==> src/hdl/spq_pkg.sv <==
package spq_pkg;

    localparam int CAPACITY = 16;
    localparam int CNT_W    = $clog2(CAPACITY + 1);
    localparam int VAL_W    = 32;
    localparam int PRIO_W   = 16;
    localparam int OCC_W    = 5;
    localparam int STAT_W   = 2;

    localparam logic ACT_ENQUEUE = 1'b0;
    localparam logic ACT_DEQUEUE = 1'b1;

    localparam logic [STAT_W-1:0] STAT_INSERTED  = 2'd0;
    localparam logic [STAT_W-1:0] STAT_DEQUEUED  = 2'd1;
    localparam logic [STAT_W-1:0] STAT_UNDERFLOW = 2'd2;
    localparam logic [STAT_W-1:0] STAT_FULL      = 2'd3;

    typedef struct packed {
        logic                     enq;
        logic                     deq;
        logic signed [PRIO_W-1:0] prio;
        logic signed [VAL_W-1:0]  value;
    } spq_ctrl_t;

endpackage

==> src/hdl/stable_priority_queue.sv <==
// Stable priority queue of spq_pkg::CAPACITY entries, kept sorted highest
// priority first in a row of cells; equal priorities leave in arrival order.
// In every transaction (enqueue or dequeue) all cells compare against the
// new priority in parallel and shift by one place in the same edge, so a
// new transaction is accepted each cycle while the registered
// result is taken. Each transaction yields one result: status, the dequeued
// value (zero otherwise) and the occupancy after the transaction. An enqueue
// when full is dropped with the full status; a dequeue when empty reports
// underflow. No clearing pass is needed after reset.
module stable_priority_queue (
    input  logic                                clk,
    input  logic                                rst_n,
    input  logic                                in_valid,
    output logic                                in_ready,
    input  logic                                action,
    input  logic signed [spq_pkg::VAL_W-1:0]    item_value,
    input  logic signed [spq_pkg::PRIO_W-1:0]   item_priority,
    output logic                                out_valid,
    input  logic                                out_ready,
    output logic        [spq_pkg::STAT_W-1:0]   status,
    output logic signed [spq_pkg::VAL_W-1:0]    out_value,
    output logic        [spq_pkg::OCC_W-1:0]    occupancy
);

    localparam int N = spq_pkg::CAPACITY;

    logic                              accept;
    logic                              is_full;
    logic                              is_empty;
    spq_pkg::spq_ctrl_t                ctrl;
    logic [N-1:0]                      live;
    logic [N-1:0]                      ge;
    logic signed [spq_pkg::VAL_W-1:0]  cell_value [N];
    logic signed [spq_pkg::PRIO_W-1:0] cell_prio  [N];

    logic [spq_pkg::CNT_W-1:0]          count_reg;
    logic [spq_pkg::CNT_W-1:0]          count_next;
    logic                               out_valid_reg;
    logic [spq_pkg::STAT_W-1:0]         status_reg;
    logic [spq_pkg::STAT_W-1:0]         status_next;
    logic signed [spq_pkg::VAL_W-1:0]   out_value_reg;
    logic signed [spq_pkg::VAL_W-1:0]   out_value_next;

    assign in_ready = !out_valid_reg || out_ready;
    assign accept   = in_valid && in_ready;
    assign is_full  = count_reg == spq_pkg::CNT_W'(N);
    assign is_empty = count_reg == '0;

    assign ctrl.enq   = accept && (action == spq_pkg::ACT_ENQUEUE) && !is_full;
    assign ctrl.deq   = accept && (action == spq_pkg::ACT_DEQUEUE) && !is_empty;
    assign ctrl.prio  = item_priority;
    assign ctrl.value = item_value;

    genvar i;
    generate
        for (i = 0; i < N; i++)
        begin : g_cell
            logic                              left_ge;
            logic signed [spq_pkg::VAL_W-1:0]  left_value;
            logic signed [spq_pkg::PRIO_W-1:0] left_prio;
            logic signed [spq_pkg::VAL_W-1:0]  right_value;
            logic signed [spq_pkg::PRIO_W-1:0] right_prio;

            assign live[i] = count_reg > spq_pkg::CNT_W'(i);

            if (i == 0)
            begin : g_head
                assign left_ge    = 1'b1;
                assign left_value = item_value;
                assign left_prio  = item_priority;
            end
            else
            begin : g_body
                assign left_ge    = ge[i-1];
                assign left_value = cell_value[i-1];
                assign left_prio  = cell_prio[i-1];
            end

            if (i == N - 1)
            begin : g_tail
                assign right_value = cell_value[i];
                assign right_prio  = cell_prio[i];
            end
            else
            begin : g_inner
                assign right_value = cell_value[i+1];
                assign right_prio  = cell_prio[i+1];
            end

            spq_cell u_cell (
                .clk         (clk),
                .ctrl        (ctrl),
                .live        (live[i]),
                .left_ge     (left_ge),
                .left_value  (left_value),
                .left_prio   (left_prio),
                .right_value (right_value),
                .right_prio  (right_prio),
                .ge          (ge[i]),
                .value       (cell_value[i]),
                .prio        (cell_prio[i])
            );
        end
    endgenerate

    always_comb
    begin
        count_next     = count_reg;
        status_next    = spq_pkg::STAT_INSERTED;
        out_value_next = '0;
        if (action == spq_pkg::ACT_ENQUEUE)
        begin
            if (is_full)
            begin
                status_next = spq_pkg::STAT_FULL;
            end
            else
            begin
                status_next = spq_pkg::STAT_INSERTED;
                count_next  = count_reg + spq_pkg::CNT_W'(1);
            end
        end
        else
        begin
            if (is_empty)
            begin
                status_next = spq_pkg::STAT_UNDERFLOW;
            end
            else
            begin
                status_next    = spq_pkg::STAT_DEQUEUED;
                out_value_next = cell_value[0];
                count_next     = count_reg - spq_pkg::CNT_W'(1);
            end
        end
    end

    always_ff @(posedge clk or negedge rst_n)
    begin
        if (!rst_n)
        begin
            count_reg     <= '0;
            out_valid_reg <= 1'b0;
        end
        else
        begin
            if (accept)
            begin
                count_reg     <= count_next;
                out_valid_reg <= 1'b1;
            end
            else if (out_ready)
            begin
                out_valid_reg <= 1'b0;
            end
        end
    end

    always_ff @(posedge clk)
    begin
        if (accept)
        begin
            status_reg    <= status_next;
            out_value_reg <= out_value_next;
        end
    end

    assign out_valid = out_valid_reg;
    assign status    = status_reg;
    assign out_value = out_value_reg;
    assign occupancy = spq_pkg::OCC_W'(count_reg);

endmodule

==> src/hdl/spq_cell.sv <==
module spq_cell (
    input  logic                              clk,
    input  spq_pkg::spq_ctrl_t                ctrl,
    input  logic                              live,
    input  logic                              left_ge,
    input  logic signed [spq_pkg::VAL_W-1:0]  left_value,
    input  logic signed [spq_pkg::PRIO_W-1:0] left_prio,
    input  logic signed [spq_pkg::VAL_W-1:0]  right_value,
    input  logic signed [spq_pkg::PRIO_W-1:0] right_prio,
    output logic                              ge,
    output logic signed [spq_pkg::VAL_W-1:0]  value,
    output logic signed [spq_pkg::PRIO_W-1:0] prio
);

    logic signed [spq_pkg::VAL_W-1:0]  value_reg;
    logic signed [spq_pkg::VAL_W-1:0]  value_next;
    logic signed [spq_pkg::PRIO_W-1:0] prio_reg;
    logic signed [spq_pkg::PRIO_W-1:0] prio_next;

    assign ge    = live && (prio_reg >= ctrl.prio);
    assign value = value_reg;
    assign prio  = prio_reg;

    always_comb
    begin
        value_next = value_reg;
        prio_next  = prio_reg;
        if (ctrl.enq && !ge)
        begin
            if (left_ge)
            begin
                value_next = ctrl.value;
                prio_next  = ctrl.prio;
            end
            else
            begin
                value_next = left_value;
                prio_next  = left_prio;
            end
        end
        else if (ctrl.deq)
        begin
            value_next = right_value;
            prio_next  = right_prio;
        end
    end

    always_ff @(posedge clk)
    begin
        value_reg <= value_next;
        prio_reg  <= prio_next;
    end

endmodule

==> config.mk <==
export PLATFORM = sky130hd
export DESIGN_NAME = stable_priority_queue
export DESIGN_NICKNAME = d
export VERILOG_FILES = /design/src/hdl/spq_pkg.sv /design/src/hdl/stable_priority_queue.sv /design/src/hdl/spq_cell.sv
export SDC_FILE = /design/constraint.sdc
export NUM_CORES = 2
export LEC_CHECK = 0
export BUFFER_PORTS_ARGS = -buffer_cell sky130_fd_sc_hd__buf_2
export CAP_MARGIN = 20
export CORE_MARGIN = 3
export CORE_UTILIZATION = 25
export CTS_CLUSTER_DIAMETER = 30
export DETAILED_ROUTE_END_ITERATION = 7
export GPL_TIMING_DRIVEN = 0
export PLACE_DENSITY = 0.36
export SLEW_MARGIN = 20
export SYNTH_ARGS = -nofsm -noshare
export SYNTH_HDL_FRONTEND = slang
export SYNTH_SLANG_ARGS = --single-unit
==> constraint.sdc <==
create_clock -name clk -period 7.35 [get_ports clk]
set_clock_uncertainty 0.2 [all_clocks]
set_input_delay 0.3675 -clock clk [delete_from_list [all_inputs] [get_ports clk]]
set_output_delay 0.3675 -clock clk [all_outputs]
set_load 0.02 [all_outputs]
==> flow_summary_export.csv <==
group,metric,value,unit
drt,m1WireLength,92.3,mm
timing,tightest_slew,1.15,ns
logic_synthesis,yosysSeqAreaShare,52.4,%
placement,place.gp.congestion,0.827,
timing,setup_viol,0,
placement,dp_slack,-0.515,ns
cts,cts_buffers,309,
cts,insertion_delay,0.90,ns
critical_path,cpPeakStageDelay,0.76,ns
timing,slew_viol_final,0,
drt,firstDrtPassIters,7,
final_layout,seq_area,24200,um2
critical_path,crit_path_max_fanout,34,
power,total_power,25.6,mW
final_layout,multi_input_area,20800,um2
timing,max_freq,141,MHz
drt,highest_layer,"met5",
die,io_pins,94,
drt,drc_errors,0,
cts,clk_pin_slew,0.04,ns
power,p_seq_share,26.8,%
logic_synthesis,synth_area_per_cell,11.4,um2
outcome,status,"finished clean",
drt,dr_total_vias,35900,
die,fp.coreArea,183000,um2
critical_path,path_delay_family,"buffers and inverters",
power,pwr-share-clk,45.4,%
critical_path,end_kind,"flop",
drt,finalWirelength,192,mm
timing,rsz0062_at_grt,"no",
drt,drtAntennaViolNets,0,
global_route,grt_pass1_wl,273,mm
power,internal_power,17.2,mW
power,switching_power,8.49,mW
logic_synthesis,synth_flop_cell,"edfxtp_1",
die,start_util,25.2,%
final_layout,final_nets,4884,
power,leakage,24.2,nW
logic_synthesis,syn_nets,4356,
logic_synthesis,synth_area,46300,um2
drt,drtIter0Drc,2420,
run,maxCapViolations,0,
critical_path,worst_path_max_delay_cell,"a211oi_4",
cts,clk_path_buf_depth,4,
timing,fin_crit_sh,96.7,%
logic_synthesis,ys.warnings.count,0,
cts,cts_htree_levels,5,
logic_synthesis,synth_edf_count,802,
global_route,first_global_vias,37700,
global_route,grt_max_degree,36,
die,die_area,190000,um2
timing,finalWorstSetupSlack,0.246,ns
final_layout,area_growth_syn_to_layout,31.4,%
logic_synthesis,synth_cells,4042,
cts,cts_tree,"built",
min_path,hp-class,"in2reg",
global_route,grt_use_total,19.7,%
drt,avgViaCountPerCell,4.95,
critical_path,crit_arrival,7.45,ns
die,chipWidth,436,um
die,rows,157,
drt,wire_per_inst,26.4,um
placement,hpwl,140,mm
timing,finalHoldViolations,0,
final_layout,layout-drive-gt1-share,18.6,%
global_route,antenna_found_initial,6,
final_layout,fill_cells,18800,
global_route,gr-total-overflow,0,
critical_path,cp_num_buf_inv,8,
power,ir_worst_vdd,0.000249,V
drt,dr_wl_met2,85.9,mm
power,sw_frac_of_total,33.1,%
final_layout,post-route-util,33.1,%
critical_path,path_cells,"dlygate4sd3_1 > buf_2 > clkbuf_1 > clkinvlp_4 > buf_4 > ha_1 > nand4_1 > nor4_1 > a21boi_0 > nor4_1 > a211oi_4 > nand2b_1 > clkbuf_2 > clkbuf_1 > nand2_4 > buf_16",
logic_synthesis,synth_seq_cells,808,
logic_synthesis,async_flop_share,0.743,%
die,die_h,436,um
timing,fin_crit,7.10,ns
cts,clock_tree.root_cell,"clkbuf_16",
critical_path,worst-endpoint-required,7.70,ns
cts,cts.sinks,808,
logic_synthesis,synth_cell_types,71,
power,pwr-share-comb,27.8,%
timing,slew_headroom,23.2,%
final_layout,largest_reg_flops,512,
critical_path,crit_path_start_kind,"input pin",
critical_path,critical_path_class,"in2reg",
drt,met3_wirelength,8.34,mm
power,p_per_area,422,nW/um2
placement,io_buffers,92,
[worst paths after layout]
| path | slack [ns] | depth (start not counted) | start | to |
|---|---|---|---|---|
| max reg2reg | 1.22 | 11 | g_cell[13].u_cell.prio[15] | g_cell[13].u_cell.value[0] |
| min | 0.06 | 3 | item_priority[0] | g_cell[13].u_cell.prio[0] |
| max in group asynchronous | 6.40 | 3 | rst_n | out_valid |
| min in group asynchronous | 0.29 | 3 | rst_n | occupancy[2] |
| max | 0.25 | 16 | item_priority[9] | g_cell[13].u_cell.value[0] |
| min reg2reg | 0.33 | 2 | g_cell[7].u_cell.value[11] | g_cell[6].u_cell.value[11] |
[cell type report]
class	count	area share (%)
antenna	5	0.0206
buffer	297	2.12
clock buffer	397	13.7
clock inverter	140	1.63
inverter	44	0.319
multi-input combinational	2893	34.2
sequential	808	39.8
tap	2464	5.07
timing repair buffer	217	3.12
[power by group through the flow]
stage / Combinational (mW) / Clock (mW) / Sequential (mW)
finish: 7.14 / 11.6 / 6.86
global route: 7.75 / 12.1 / 6.95
CTS: 7.17 / 11.8 / 6.87
detailed placement: 7.11 / 0 / 6.93
global placement: 6.94 / 0 / 7.03
floorplan: 4.52 / 0 / 6.74
[cells in the final DEF (no fill, tap or decap), drive strengths merged, types with 5 or more instances in the layout]
| cell | count |
|---|---|
| nor2b | 15 |
| nand3 | 20 |
| ha | 261 |
| diode | 5 |
| a21boi | 6 |
| dlygate4sd3 | 54 |
| bufinv | 13 |
| buf | 268 |
| a21o | 29 |
| inv | 39 |
| nor2 | 324 |
| clkbuf | 589 |
| dfrtp | 6 |
| o21a | 8 |
| nand4 | 48 |
| mux2i | 627 |
| a31oi | 10 |
| and2 | 40 |
| nor3 | 15 |
| and4 | 12 |
| nor4 | 9 |
| a21oi | 480 |
| nand2b | 22 |
| edfxtp | 802 |
| clkinvlp | 9 |
| or3 | 5 |
| o21ai | 446 |
| mux2 | 177 |
| clkinv | 123 |
| o211ai | 14 |
| nand2 | 258 |
| a2111o | 5 |
[worst reg2reg max path, stage by stage, from the launching register on]
cell      delay, ns
edfxtp_1       0.47
ha_1           0.38
nand4_1        0.22
nor4_1         0.65
a21boi_0       0.60
nor4_1         0.26
a211oi_4       0.76
nand2b_1       0.30
clkbuf_2       0.51
clkbuf_1       0.59
nand2_4        0.43
buf_16         0.33
[metrics by stage]
stage	cells	setup TNS, ns	instance area [um2]	hold slack (ns)
2_1_floorplan	4042	0	46300	-0.128
3_3_place_gp	6598	-1521.70	49800	0.0134
3_5_place_dp	6621	-24.63	50600	0.0143
4_1_cts	7212	0	60400	0.0185
5_1_grt	7261	0	60800	0.0726
6_report	7265	0	60800	0.0637
[routing by layer]
metal / track usage (%) / vias up
met5: 0 / -
met4: 6.34 / 2
met3: 3.34 / 298
met2: 30.6 / 933
met1: 27.7 / 18200
li1: - / 16500
[cell families (layout without fill, tap and decap cells)]
kind of cell             Yosys count  after routing  share of synthesized area [%]
buffers and inverters            341           1095                           3.09
AND/OR/NAND/NOR                  779            779                           7.43
multiplexers                     804            804                           17.9
other                              0              5                              0
AO/OA/AOI/OAI                   1043           1043                           12.1
adder cells (fa/ha/maj)          261            261                           7.06
flip-flops                       808            808                           52.4
XOR/XNOR                           6              6                          0.114
[cell usage after synthesis, drive strengths merged (14+ instances only)]
| cell type | count | area share (%) |
|---|---|---|
| mux2 | 177 | 4.3 |
| a21oi | 480 | 5.2 |
| nand4 | 48 | 0.65 |
| nor2 | 324 | 2.6 |
| o21ai | 446 | 4.8 |
| nand3 | 20 | 0.22 |
| and2 | 40 | 0.54 |
| nand2 | 258 | 2.1 |
| mux2i | 627 | 14 |
| ha | 261 | 7.1 |
| inv | 43 | 0.35 |
| buf | 105 | 1.2 |
| clkbuf | 192 | 1.6 |
| a21o | 29 | 0.47 |
| edfxtp | 802 | 52 |
| nor3 | 15 | 0.21 |
| o211ai | 14 | 0.23 |
| nand2b | 22 | 0.30 |
| nor2b | 15 | 0.20 |
[what timing repair did]
item / CTS / global route
resized for setup: 0 / 7
setup endpoints to repair: 0 / 49
hold buffers: 54 / 0
endpoints found under the hold margin: 296 / 0
setup buffers: 0 / 47
Power figures use the tool's default switching activity.
